[config.mk]
export PLATFORM = sky130hd
export DESIGN_NAME = i2c_bit_bang_master
export DESIGN_NICKNAME = d
export VERILOG_FILES = /design/src/rtl/core/i2cbb_pkg.sv /design/src/rtl/core/i2cbb_csr.sv /design/src/rtl/core/i2cbb_step.sv /design/src/rtl/core/i2c_bit_bang_master.sv
export SDC_FILE = /design/constraint.sdc
export NUM_CORES = 1
export LEC_CHECK = 0
export BUFFER_PORTS_ARGS = -buffer_cell sky130_fd_sc_hd__buf_4
export CAP_MARGIN = 25
export CORE_ASPECT_RATIO = 1.1
export CORE_MARGIN = 8
export CORE_UTILIZATION = 55
export DETAILED_ROUTE_END_ITERATION = 8
export GPL_ROUTABILITY_DRIVEN = 0
export PLACE_DENSITY = 0.78
export SYNTH_ARGS = -nofsm -noshare
export SYNTH_HDL_FRONTEND = slang
export SYNTH_SLANG_ARGS = --single-unit
[constraint.sdc]
create_clock -name clock -period 5.45 [get_ports clock]
set_input_delay 0.2725 -clock clock [delete_from_list [all_inputs] [get_ports clock]]
set_output_delay 0.2725 -clock clock [all_outputs]
set_load 0.03 [all_outputs]
[src/rtl/core/i2cbb_pkg.sv]
// shared types, command codes and constants of the i2c bit-bang master
`timescale 1ns / 1ps

package i2cbb_pkg;

   localparam int unsigned OP_W    = 3;
   localparam int unsigned BYTE_W  = 8;
   localparam int unsigned STEP_W  = 5;
   localparam int unsigned PHASE_W = 16;
   localparam int unsigned ADDR_W  = 3;
   localparam int unsigned PDATA_W = 32;

   // command codes
   localparam logic [OP_W-1:0] OP_TICK      = 3'd0;
   localparam logic [OP_W-1:0] OP_START     = 3'd1;
   localparam logic [OP_W-1:0] OP_STOP      = 3'd2;
   localparam logic [OP_W-1:0] OP_WRITE     = 3'd3;
   localparam logic [OP_W-1:0] OP_READ_ACK  = 3'd4;
   localparam logic [OP_W-1:0] OP_READ_NACK = 3'd5;

   // register word index
   localparam logic REG_PHASE_TICKS = 1'b0;

   localparam logic [PHASE_W-1:0] PHASE_RESET = 16'd20;

   typedef struct packed {
      logic               scl;
      logic               sda;
      logic [OP_W-1:0]    cmd;
      logic [STEP_W-1:0]  step;
      logic [PHASE_W-1:0] delay;
      logic [BYTE_W-1:0]  shift;
      logic [BYTE_W-1:0]  rx_byte;
   } bus_state_type;

   typedef struct packed {
      logic              scl;
      logic              sda;
      logic              busy;
      logic              done;
      logic [BYTE_W-1:0] read_data;
   } result_type;

   // number of bus delay intervals in each command
   function automatic logic [STEP_W-1:0] interval_total(input logic [OP_W-1:0] cmd);
      logic [STEP_W-1:0] total;
      unique case (cmd)
         OP_START:     total = 5'd2;
         OP_STOP:      total = 5'd3;
         OP_WRITE:     total = 5'd27;
         OP_READ_ACK:  total = 5'd19;
         OP_READ_NACK: total = 5'd19;
         default:      total = 5'd0;
      endcase
      return total;
   endfunction

endpackage

[src/rtl/core/i2cbb_csr.sv]
// apb register block holding the bus delay interval length
`timescale 1ns / 1ps

module i2cbb_csr (
   input  logic                          clock,
   input  logic                          reset,
   input  logic                          psel,
   input  logic                          penable,
   input  logic                          pwrite,
   input  logic [i2cbb_pkg::ADDR_W-1:0]  paddr,
   input  logic [i2cbb_pkg::PDATA_W-1:0] pwdata,
   output logic [i2cbb_pkg::PDATA_W-1:0] prdata,
   output logic                          pready,
   output logic [i2cbb_pkg::PHASE_W-1:0] phase_ticks
);
   import i2cbb_pkg::*;

   logic [PHASE_W-1:0] phase_ff;
   logic [PHASE_W-1:0] phase_in;
   logic               reg_sel;

   assign pready  = 1'b1;
   assign reg_sel = (paddr[ADDR_W-1] == REG_PHASE_TICKS);

   always_comb begin
      phase_in = phase_ff;
      if (psel && penable && pwrite && pready && reg_sel) begin
         phase_in = pwdata[PHASE_W-1:0];
      end
   end

   always_ff @(posedge clock) begin
      if (reset) begin
         phase_ff <= PHASE_RESET;
      end else begin
         phase_ff <= phase_in;
      end
   end

   assign prdata      = reg_sel ? {{(PDATA_W-PHASE_W){1'b0}}, phase_ff} : '0;
   assign phase_ticks = phase_ff;

endmodule

[src/rtl/core/i2cbb_step.sv]
// next-state logic for one tick or command of the bus sequencer
`timescale 1ns / 1ps

module i2cbb_step (
   input  i2cbb_pkg::bus_state_type       cur,
   input  logic [i2cbb_pkg::OP_W-1:0]     op,
   input  logic [i2cbb_pkg::BYTE_W-1:0]   data,
   input  logic                           sda_in,
   input  logic [i2cbb_pkg::PHASE_W-1:0]  phase_ticks,
   output i2cbb_pkg::bus_state_type       nxt,
   output i2cbb_pkg::result_type          res
);
   import i2cbb_pkg::*;

   logic [PHASE_W-1:0] ilen;
   logic [STEP_W-1:0]  step_inc;
   logic [7:0]         third_prod;
   logic [2:0]         third;
   logic [STEP_W-1:0]  bit_phase;
   logic               done;

   assign ilen     = (phase_ticks == '0) ? {{(PHASE_W-1){1'b0}}, 1'b1} : phase_ticks;
   assign step_inc = cur.step + 5'd1;

   // step mod 3 for steps below 24: step / 3 == (step * 11) >> 5
   assign third_prod = {3'd0, cur.step} * 8'd11;
   assign third      = third_prod[7:5];
   assign bit_phase  = cur.step - ({2'd0, third} + {1'b0, third, 1'b0});

   always_comb begin
      nxt  = cur;
      done = 1'b0;
      if (cur.cmd == OP_TICK) begin
         if (op != OP_TICK && op <= OP_READ_NACK) begin
            nxt.cmd   = op;
            nxt.step  = '0;
            nxt.delay = ilen;
            unique case (op)
               OP_START: begin
                  nxt.scl = 1'b1;
                  nxt.sda = 1'b1;
               end
               OP_STOP: begin
                  nxt.sda = 1'b0;
               end
               OP_WRITE: begin
                  nxt.shift = data;
               end
               default: begin
                  nxt.sda   = 1'b1;
                  nxt.shift = '0;
               end
            endcase
         end
      end else if (cur.delay > 16'd1) begin
         nxt.delay = cur.delay - 16'd1;
      end else begin
         // line changes at the end of the current interval
         unique case (cur.cmd)
            OP_START: begin
               if (cur.step == 5'd0) begin
                  nxt.sda = 1'b0;
               end else if (cur.step == 5'd1) begin
                  nxt.scl = 1'b0;
               end
            end
            OP_STOP: begin
               if (cur.step == 5'd0) begin
                  nxt.scl = 1'b1;
               end else if (cur.step == 5'd1) begin
                  nxt.sda = 1'b1;
               end
            end
            OP_WRITE: begin
               if (cur.step < 5'd24) begin
                  if (bit_phase == 5'd0) begin
                     nxt.sda = cur.shift[BYTE_W-1];
                  end else if (bit_phase == 5'd1) begin
                     nxt.scl   = 1'b1;
                     nxt.shift = {cur.shift[BYTE_W-2:0], 1'b0};
                  end else begin
                     nxt.scl = 1'b0;
                  end
               end else if (cur.step == 5'd25) begin
                  nxt.sda = 1'b1;
                  nxt.scl = 1'b1;
               end else if (cur.step == 5'd26) begin
                  nxt.scl = 1'b0;
                  nxt.sda = 1'b0;
               end
            end
            OP_READ_ACK, OP_READ_NACK: begin
               if (cur.step < 5'd16) begin
                  if (!cur.step[0]) begin
                     nxt.scl = 1'b1;
                  end else begin
                     nxt.shift = {cur.shift[BYTE_W-2:0], sda_in};
                     nxt.scl   = 1'b0;
                     if (cur.step == 5'd15) begin
                        nxt.sda = (cur.cmd == OP_READ_NACK);
                     end
                  end
               end else if (cur.step == 5'd16) begin
                  nxt.scl = 1'b1;
               end else if (cur.step == 5'd17) begin
                  nxt.scl = 1'b0;
               end
            end
            default: begin
            end
         endcase

         if (step_inc >= interval_total(cur.cmd)) begin
            if (cur.cmd >= OP_READ_ACK) begin
               nxt.rx_byte = nxt.shift;
            end
            nxt.cmd   = OP_TICK;
            nxt.step  = '0;
            nxt.delay = '0;
            done      = 1'b1;
         end else begin
            nxt.step  = step_inc;
            nxt.delay = ilen;
         end
      end
   end

   assign res.scl       = nxt.scl;
   assign res.sda       = nxt.sda;
   assign res.busy      = (nxt.cmd != OP_TICK);
   assign res.done      = done;
   assign res.read_data = nxt.rx_byte;

endmodule

[src/rtl/core/i2c_bit_bang_master.sv]
// top level of the tick-driven i2c bit-bang master
//
// channel | direction | handshake               | payload
// req     | in        | req_valid / req_ready   | req_op, req_data, req_sda_in
// rsp     | out       | rsp_valid / rsp_ready   | rsp_scl, rsp_sda, rsp_busy_res,
//         |           |                         | rsp_done_res, rsp_read_data
// csr     | in/out    | psel, penable, pready   | paddr, pwrite, pwdata, prdata
//
// one item per clock cycle while the result register is empty or draining; its
// result appears in the result register in the cycle after the item is taken,
// set by the sequencer next-state logic between the state and result registers.
// a new item is taken whenever the result register is empty or being drained.
// synchronous reset releases both lines, idles the sequencer and loads 20
// ticks per interval; the result register starts empty.
`timescale 1ns / 1ps

module i2c_bit_bang_master (
   input  logic                          clock,
   input  logic                          reset,
   input  logic                          req_valid,
   output logic                          req_ready,
   input  logic [i2cbb_pkg::OP_W-1:0]    req_op,
   input  logic [i2cbb_pkg::BYTE_W-1:0]  req_data,
   input  logic                          req_sda_in,
   output logic                          rsp_valid,
   input  logic                          rsp_ready,
   output logic                          rsp_scl,
   output logic                          rsp_sda,
   output logic                          rsp_busy_res,
   output logic                          rsp_done_res,
   output logic [i2cbb_pkg::BYTE_W-1:0]  rsp_read_data,
   input  logic                          psel,
   input  logic                          penable,
   input  logic                          pwrite,
   input  logic [i2cbb_pkg::ADDR_W-1:0]  paddr,
   input  logic [i2cbb_pkg::PDATA_W-1:0] pwdata,
   output logic [i2cbb_pkg::PDATA_W-1:0] prdata,
   output logic                          pready
);
   import i2cbb_pkg::*;

   logic [PHASE_W-1:0] phase_ticks;
   bus_state_type      state_ff;
   bus_state_type      state_in;
   bus_state_type      state_nxt;
   result_type         res_nxt;
   result_type         res_ff;
   logic               rsp_valid_ff;
   logic               rsp_valid_in;
   logic               accept;

   i2cbb_csr u_csr (
      .clock       (clock),
      .reset       (reset),
      .psel        (psel),
      .penable     (penable),
      .pwrite      (pwrite),
      .paddr       (paddr),
      .pwdata      (pwdata),
      .prdata      (prdata),
      .pready      (pready),
      .phase_ticks (phase_ticks)
   );

   i2cbb_step u_step (
      .cur         (state_ff),
      .op          (req_op),
      .data        (req_data),
      .sda_in      (req_sda_in),
      .phase_ticks (phase_ticks),
      .nxt         (state_nxt),
      .res         (res_nxt)
   );

   assign req_ready    = !rsp_valid_ff || rsp_ready;
   assign accept       = req_valid && req_ready;
   assign state_in     = accept ? state_nxt : state_ff;
   assign rsp_valid_in = accept || (rsp_valid_ff && !rsp_ready);

   always_ff @(posedge clock) begin
      if (reset) begin
         state_ff.scl     <= 1'b1;
         state_ff.sda     <= 1'b1;
         state_ff.cmd     <= OP_TICK;
         state_ff.step    <= '0;
         state_ff.delay   <= '0;
         state_ff.shift   <= '0;
         state_ff.rx_byte <= '0;
         rsp_valid_ff     <= 1'b0;
      end else begin
         state_ff     <= state_in;
         rsp_valid_ff <= rsp_valid_in;
      end
   end

   // result payload, loaded with each item
   always_ff @(posedge clock) begin
      if (accept) begin
         res_ff <= res_nxt;
      end
   end

   assign rsp_valid     = rsp_valid_ff;
   assign rsp_scl       = res_ff.scl;
   assign rsp_sda       = res_ff.sda;
   assign rsp_busy_res  = res_ff.busy;
   assign rsp_done_res  = res_ff.done;
   assign rsp_read_data = res_ff.read_data;

endmodule

==> results of run 1 <==
## registers in the layout, indices dropped and copies added, names as in the netlist
register,flops
u_csr.phase_ticks,16
rsp_done_res,1
state_ff,42
rsp_sda,1
rsp_read_data,8
rsp_scl,1
rsp_busy_res,1
rsp_valid,1
## path summary, 6_finish.rpt
path	start	endpoint	slack [ns]	cells after the start
max reg2reg	state_ff[35]	rsp_read_data[2]	0.73	14
min	req_data[5]	state_ff[13]	0.13	3
min reg2reg	u_csr.phase_ticks[0]	u_csr.phase_ticks[0]	0.49	2
max	state_ff[35]	rsp_read_data[2]	0.73	14
## power by group through the flow
stage	combinational [mW]	sequential (mW)	clock, mW
final	0.331	0.586	0.434
after global routing	0.367	0.591	0.464
after CTS	0.330	0.585	0.443
after detailed placement	0.327	0.597	0
after global placement	0.323	0.596	0
after floorplan	0.250	0.601	0
## kinds of logic after synthesis
kind of cell | synth area share, %
mux | 2.553
simple gates | 25.33
compound gates | 18.70
fa+ha+maj | 7.057
flops | 35.34
other cells | 0.1722
xor+xnor | 3.815
buf+inv | 7.028
## worst min-delay path: cells and delay by family
kind                   cells  cell delay [ns]
AOI/OAI and AO/OA          2             0.11
buffers and inverters      1             0.08
## final cells by class
| cell class | instances | area [sq um] | area share (%) |
|---|---|---|---|
| multi-input cells | 415 | 2570 | 51.31 |
| flip-flops and latches | 71 | 1541 | 30.78 |
| repair buffers | 68 | 510.5 | 10.19 |
| well taps | 108 | 135.1 | 2.698 |
| clock buffers | 9 | 123.9 | 2.473 |
| clock inverters | 7 | 78.83 | 1.574 |
| inverters | 13 | 48.80 | 0.9743 |
## metrics by stage
step	cell area, sq um	hold WS, ns
detailed placement	4806	0.4763
global placement	4806	0.4656
global route	5009	0.1263
CTS	5009	0.1216
floorplan	4418	0.3968
finish	5009	0.1346
## layer usage
metal,part of all wire [%],vias up
met5,0,-
met4,2.2,0
met3,6.2,21
met2,48,111
met1,43,1831
li1,-,1965
## cell usage in the layout, fill, tap and decap left out, types with 11 or more instances in the layout
cell type | synthesis | layout
buf_4 | 18 | 68
nand2_1 | 62 | 62
dfxtp_1 | 59 | 59
nor2_1 | 51 | 51
a21oi_1 | 40 | 40
o21ai_0 | 26 | 26
ha_1 | 23 | 23
nor2b_1 | 18 | 18
nor3_1 | 17 | 17
conb_1 | 2 | 17
xnor2_1 | 14 | 14
a211oi_1 | 14 | 14
inv_1 | 13 | 13
edfxtp_1 | 12 | 12
a22oi_1 | 11 | 11
==> impl_metrics.json, run 1 <==
{
  "pin_count": 101,
  "cp-end-kind": "register",
  "met1_usage_pct": 22.85,
  "p_leak_nw": 2.069,
  "worstSetupPathType": "reg2reg",
  "cts_buffers": 9,
  "drtIter0Drc": 177,
  "maxCapViolCount": 0,
  "worstPathCellList": "ha_1 > fa_1 > ha_1 > a21oi_1 > and3_1 > nor2_1 > ha_1 > inv_1 > ha_1 > xnor2_1 > nor2_1 > a31oi_2 > mux2i_1 > o21ai_0",
  "fillCellCount": 710,
  "fin_skew_ns": 0.01335,
  "synthFlopType": "dfxtp_1",
  "netlist_top_cells_count": "nand2_1 (62), dfxtp_1 (59), nor2_1 (51), a21oi_1 (40), o21ai_0 (26)",
  "rows": 34,
  "drive_above_1_share_pct": 16.12,
  "dp_slack_ns": 0.7951,
  "arrival_ns": 4.82,
  "clock_path_buffers": 2,
  "syn_avg_cell_area_sq_um": 8.230,
  "slowest_delay_ns": 0.64,
  "ys_top_cells_by_area": "dfxtp_1 (27%), edfxtp_1 (8.3%), ha_1 (6.6%)",
  "combPwrFrac_pct": 24.5,
  "finalCriticalPeriod_ns": 4.720,
  "vdd_ir_drop_max_uv": 142.4,
  "maxSlewHeadroom_pct": 36.39,
  "setup_slack_ns": 0.7297,
  "busiest_layer": "met2",
  "place_inst": 675,
  "vias_per_cell": 5.685,
  "io_buffers": 65,
  "cts_resized": 0,
  "utilization_pct": 64.34,
  "yosysUniqueCellTypes": 61,
  "critPathBufInv": 1,
  "syn_area_sq_mm": 0.004362,
  "slew_violations": 0,
  "power_density_mw_per_mm2": 269.8,
  "min_path_type": "in2reg",
  "rsz0062_at_grt": "false",
  "start_util_pct": 56.03,
  "first_global_vias": 3871,
  "run_status": "finished, final reports clean",
  "finalPower_mw": 1.351,
  "cpMostUsedCell": "ha_1",
  "p_switching_mw": 0.4551,
  "fmax_ghz": 0.2119,
  "grt_pass1_wl_um": 17660,
  "start_kind": "register",
  "internal_power_mw": 0.8959,
  "final_antenna_net_count": 0,
  "async_flop_share_pct": 0,
  "yosysSeqAreaShare_pct": 35.34,
  "hpwlAfterDp_um": 7557,
  "finalCritPeriodShare_pct": 86.61,
  "die_w_um": 100.9,
  "nNetsFinal": 656,
  "crit_family": "adder cells",
  "postCtsHoldBufs": 0,
  "setup_viol": 0,
  "post_cts_buffers": 0,
  "synth_seq_cells": 71,
  "clkPwrFrac_pct": 32.1,
  "cp.required_ns": 5.55,
  "num_vias": 3928,
  "coreArea_sq_mm": 0.007785,
  "synthesis.instances": 530,
  "synth_edf_count": 12,
  "die_h_um": 109.4,
  "num_antenna_cells": 0,
  "slowest_stage": "dfxtp_1",
  "p_sw_share_pct": 33.69,
  "use_met2_pct": 32.53,
  "gr-usage-all-layers_pct": 19.55,
  "yosys_warnings": 0,
  "antenna_found_initial": 0,
  "grt_max_degree": 62,
  "sequentialPowerShare_pct": 43.4,
  "h-tree-depth": 3,
  "cp_max_fo": 13,
  "routed_wl_um": 10430,
  "tritoncts": "yes",
  "grt_overflow": 0,
  "clock_sinks": 71,
  "synth.most_common_cell": "nand2_1",
  "grtUsageMet3_pct": 6.080,
  "wl_per_cell_um": 15.09,
  "drc": 0,
  "synth_top_area_share_pct": 27.08,
  "synth_top_cell_by_area": "dfxtp_1",
  "hold_violations": 0,
  "tns_ns": 0,
  "dr.pass1.iters": 4,
  "area_growth_syn_to_layout_pct": 14.83,
  "worstSkewPairLatency_ns": 0.36,
  "worst_slew_pin_slew_ns": 0.9507,
  "fin_cells": 691,
  "dieArea_sq_mm": 0.01104,
  "cts_root_buf": "clkbuf_8",
  "clkTransAtPathRegs_ns": 0.09
}
Power figures use the tool's default switching activity.
==> run 2: changes to the inputs <==
Settings changed: CORE_UTILIZATION 55 to 56, CTS_BUF_LIST from default to sky130_fd_sc_hd__clkbuf_4, CTS_CLUSTER_SIZE from default to 40, MAX_ROUTING_LAYER from default to met4, PLACE_DENSITY 0.78 to 0.8.
==> run 2 against run 1 <==
Worst setup slack better by 0.055 ns. Global-route usage grew 0.62 points. Routed wire length decreased by 0.12%. Final cell count is 0.43% lower. Sequential share of layout area up 0.22 points. First-iteration DRC count rose by 6.8%. Die area down 1.5%. Count of clock-buffer cells in the layout unchanged. Critical path type unchanged. Critical endpoint is now rsp_read_data[4]. Largest cell class unchanged.
==> impl_metrics.json, run 2 (same netlist as run 1, synthesis figures left out) <==
{
  "start_util_pct": 58.04,
  "maxCapViolCount": 0,
  "vias_per_cell": 5.711,
  "drtIter0Drc": 189,
  "slew_violations": 0,
  "maxSlewHeadroom_pct": 34.50,
  "coreArea_sq_mm": 0.007515,
  "worstSkewPairLatency_ns": 0.43,
  "regMostFlops": "state_ff",
  "clkPwrFrac_pct": 30.3,
  "grt_max_degree": 62,
  "grt_overflow": 0,
  "min_path_type": "in2reg",
  "start_kind": "register",
  "cts_buffers": 9,
  "worstSetupPathType": "reg2reg",
  "dieArea_sq_mm": 0.01087,
  "largest_register_ffs": 42,
  "rows": 33,
  "hold_violations": 0,
  "pin_count": 101,
  "cp-end-kind": "register",
  "cp_max_fo": 13,
  "area_growth_syn_to_layout_pct": 14.03,
  "crit_family": "adder cells",
  "slowest_delay_ns": 0.63,
  "cpMostUsedCell": "ha_1",
  "fin_skew_ns": 0.01941,
  "utilization_pct": 66.18,
  "internal_power_mw": 0.8737,
  "finalPower_mw": 1.318,
  "grt_pass1_wl_um": 17720,
  "dp_slack_ns": 0.7702,
  "finalCriticalPeriod_ns": 4.665,
  "cts_resized": 0,
  "slowest_stage": "dfxtp_1",
  "wl_per_cell_um": 15.14,
  "setup_slack_ns": 0.7848,
  "run_status": "finished, final reports clean",
  "p_leak_nw": 2.068,
  "nNetsFinal": 656,
  "rsz0062_at_grt": "false",
  "setup_viol": 0,
  "routed_wl_um": 10420,
  "num_vias": 3929,
  "tns_ns": 0,
  "power_density_mw_per_mm2": 265.1,
  "critPathBufInv": 1,
  "vdd_ir_drop_max_uv": 119.6,
  "p_switching_mw": 0.4447,
  "die_h_um": 108.6,
  "cts_root_buf": "clkbuf_4",
  "antenna_found_initial": 0,
  "first_global_vias": 3837,
  "combPwrFrac_pct": 25.2,
  "cp.required_ns": 5.64,
  "post_cts_buffers": 0,
  "drc": 0,
  "hpwlAfterDp_um": 7579,
  "sequentialPowerShare_pct": 44.5,
  "clkTransAtPathRegs_ns": 0.14,
  "postCtsHoldBufs": 0,
  "die_w_um": 100.1,
  "arrival_ns": 4.86,
  "dr.pass1.iters": 5,
  "clock_path_buffers": 2,
  "worst_slew_pin_slew_ns": 0.9789,
  "layout_commonest_cell": "buf_4",
  "gr-usage-all-layers_pct": 20.17,
  "finalCritPeriodShare_pct": 85.60,
  "worstPathCellList": "ha_1 > fa_1 > ha_1 > a21oi_1 > and3_1 > nor2_1 > ha_1 > inv_1 > ha_1 > xnor2_1 > nor2_1 > a31oi_2 > mux2i_1 > o21ai_0",
  "io_buffers": 65,
  "h-tree-depth": 3,
  "mostFrequentLayoutCells": "buf_4 (68), nand2_1 (62), dfxtp_1 (59)",
  "drive_above_1_share_pct": 16.12,
  "fmax_ghz": 0.2144,
  "holdWs_ns": 0.05864,
  "p_sw_share_pct": 33.73,
  "tritoncts": "yes",
  "num_antenna_cells": 0,
  "final_antenna_net_count": 0,
  "clock_sinks": 71
}
run 2: final timing paths:
path	start	end	slack, ns	depth (start not counted)
min	req_data[6]	state_ff[14]	0.06	3
max reg2reg	state_ff[35]	rsp_read_data[4]	0.78	14
max	state_ff[35]	rsp_read_data[4]	0.78	14
min reg2reg	u_csr.phase_ticks[0]	u_csr.phase_ticks[0]	0.49	2
run 2: worst register-to-register path: cells and delay by family (launching register included):
kind	cells	cell delay, ns
multiplexers	1	0.42
AND/OR/NAND/NOR	3	0.34
adder cells (fa/ha/maj)	5	1.70
buffers and inverters	1	0.05
flip-flops	1	0.63
AO/OA/AOI/OAI	3	0.95
XOR/XNOR	1	0.35
run 2: final cells by class:
cell class | instances | area, sq um
clock buffers | 9 | 67.56
inverters | 13 | 48.80
well taps | 105 | 131.4
multi-input cells | 415 | 2570
repair buffers | 68 | 510.5
fillers | 673 | 2541
flip-flops and latches | 71 | 1541
clock inverters | 7 | 103.9
run 2: per-layer routing:
layer  routed length [um]  vias to the layer above  GRT usage [%]
met2                 5149                      144          33.70
met4                   86                        0          5.838
met5                    0                        -              -
met1                 4569                     1806          23.69
li1                     -                     1967              -
met3                  612                       12          4.563
run 2: per-stage QoR:
stage / cells / cell area (sq um)
2_1_floorplan: 545 / 4418
3_3_place_gp: 672 / 4802
3_5_place_dp: 672 / 4802
4_1_cts: 688 / 4974
5_1_grt: 688 / 4974
6_report: 688 / 4974
run 2: power by group through the flow:
stage               logic [mW]  registers [mW]  clock network (mW)
floorplan                0.250           0.601                   0
global placement         0.322           0.596                   0
detailed placement       0.328           0.597                   0
CTS                      0.330           0.586               0.407
global route             0.366           0.591               0.428
finish                   0.333           0.586               0.400
==> run 3: changes to the inputs <==
Settings changed: GPL_TIMING_DRIVEN from default to 0.
==> run 3 against run 2 <==
Critical path depth stayed put. First-iteration DRC count is 1.6% lower. Sequential power is 0.7% lower. Maximum frequency is 1.4% higher.
==> impl_metrics.json, run 3 (same netlist as run 1, synthesis figures left out) <==
{
  "holdWs_ns": 0.04738,
  "cts_root_buf": "clkbuf_4",
  "startpoint": "state_ff[33]",
  "finalCriticalPeriod_ns": 4.599,
  "grt_overflow": 0,
  "start_util_pct": 58.04,
  "worstSetupPathType": "reg2reg",
  "tns_ns": 0,
  "r2r_end": "rsp_read_data[4]",
  "hold_violations": 0,
  "fin_skew_ns": 0.02505,
  "gr-usage-all-layers_pct": 21.83,
  "clock_sinks": 71,
  "first_global_vias": 4067,
  "largest_register_ffs": 42,
  "busiest_layer": "met2",
  "setup_viol": 0,
  "cp-end-kind": "register",
  "pin_count": 101,
  "coreArea_sq_mm": 0.007515,
  "post_cts_buffers": 0,
  "routed_wl_um": 11420,
  "num_antenna_cells": 0,
  "cpMostUsedCell": "ha_1",
  "wl_per_cell_um": 15.63,
  "layout_commonest_cell": "buf_4",
  "clock_path_buffers": 2,
  "rows": 33,
  "maxCapViolCount": 0,
  "mostFrequentLayoutCells": "buf_4 (82), nand2_1 (62), dfxtp_1 (59)",
  "final_antenna_net_count": 0,
  "slowest_delay_ns": 0.62,
  "die_w_um": 100.1,
  "use_met2_pct": 36.70,
  "grt_max_degree": 17,
  "cts_resized": 0,
  "setup_slack_ns": 0.8508,
  "run_status": "finished, final reports clean",
  "dr.pass1.iters": 5,
  "met1_usage_pct": 24.81,
  "utilization_pct": 68.71,
  "worstHoldEndpoint": "state_ff[14]",
  "p_leak_nw": 2.176,
  "dp_slack_ns": 0.8500,
  "io_buffers": 64,
  "slowest_stage": "a31oi_2",
  "worstPathCellList": "ha_1 > fa_1 > ha_1 > a21oi_1 > and3_1 > nor2_1 > ha_1 > inv_1 > ha_1 > xnor2_1 > nor2_1 > a31oi_2 > mux2i_1 > o21ai_0",
  "clkTransAtPathRegs_ns": 0.14,
  "maxSlewHeadroom_pct": 39.00,
  "finalCritPeriodShare_pct": 84.39,
  "drc": 0,
  "finalPower_mw": 1.263,
  "vias_per_cell": 5.758,
  "min_path_type": "in2reg",
  "h-tree-depth": 3,
  "regMostFlops": "state_ff",
  "tritoncts": "yes",
  "dieArea_sq_mm": 0.01087,
  "worstSkewPairLatency_ns": 0.45,
  "vdd_ir_drop_max_uv": 180.5,
  "cp.required_ns": 5.66,
  "grtUsageMet3_pct": 4.242,
  "arrival_ns": 4.81,
  "area_growth_syn_to_layout_pct": 18.39,
  "grt_pass1_wl_um": 18820,
  "regToRegSetupSlack_ns": 0.85,
  "antenna_found_initial": 0,
  "drtIter0Drc": 186,
  "die_h_um": 108.6,
  "rsz0062_at_grt": "false",
  "worst_slew_pin_slew_ns": 0.9024,
  "reg2regPathDepth": 14,
  "hpwlAfterDp_um": 8621,
  "fmax_ghz": 0.2174,
  "cp_max_fo": 9,
  "postCtsHoldBufs": 0,
  "hold_start": "req_data[6]",
  "power_density_mw_per_mm2": 244.6,
  "slew_violations": 0,
  "fillCellCount": 645,
  "r2r-start": "state_ff[33]",
  "cts_buffers": 9,
  "num_vias": 4209,
  "drive_above_1_share_pct": 18.05,
  "nNetsFinal": 699,
  "whs_path_depth": 3,
  "start_kind": "register"
}
## run 3: worst max-delay path: cells and delay by family, from the launching register on
kind	cells	cell delay, ns
adder cells (fa/ha/maj)	5	1.69
AO/OA/AOI/OAI	3	1.00
flip-flops	1	0.56
multiplexers	1	0.41
XOR/XNOR	1	0.35
AND/OR/NAND/NOR	3	0.33
buffers and inverters	1	0.05
## run 3: routing by layer
metal | share of wire (%) | vias up
met5 | 0 | -
li1 | - | 2053
met3 | 5.8 | 30
met4 | 2.6 | 0
met1 | 42 | 1954
met2 | 49 | 172
## run 3: cell type report
type	instances	area (sq um)	share of cell area, %
inverters	13	48.80	0.9450
plain buffers	46	257.7	4.992
clock buffers	9	67.56	1.308
clock inverters	7	61.31	1.187
repair buffers	65	485.5	9.402
multi-input cells	415	2570	49.77
flip-flops and latches	71	1541	29.85
well taps	105	131.4	2.544
## run 3: worst max-delay path by stage
stage | to | cells past startpoint | slack (ns)
2_1_floorplan | rsp_sda | 16 | 1.37
3_3_place_gp | rsp_read_data[4] | 14 | 0.98
3_5_place_dp | rsp_read_data[4] | 14 | 0.85
4_1_cts | rsp_read_data[4] | 14 | 0.84
5_1_grt | rsp_read_data[4] | 14 | 0.44
6_report | rsp_read_data[4] | 14 | 0.85
## run 3: stage by stage
step	area (sq um)	instances
4_1_cts	5164	731
3_5_place_dp	5035	715
3_3_place_gp	5030	714
6_report	5164	731
5_1_grt	5164	731
2_1_floorplan	4418	545
## run 3: where the power goes
part	internal, mW	total [mW]	leakage (nW)	switching [mW]
clock network	0.102	0.318	0.0655	0.216
registers	0.559	0.582	0.597	0.0226
logic	0.136	0.363	1.51	0.227
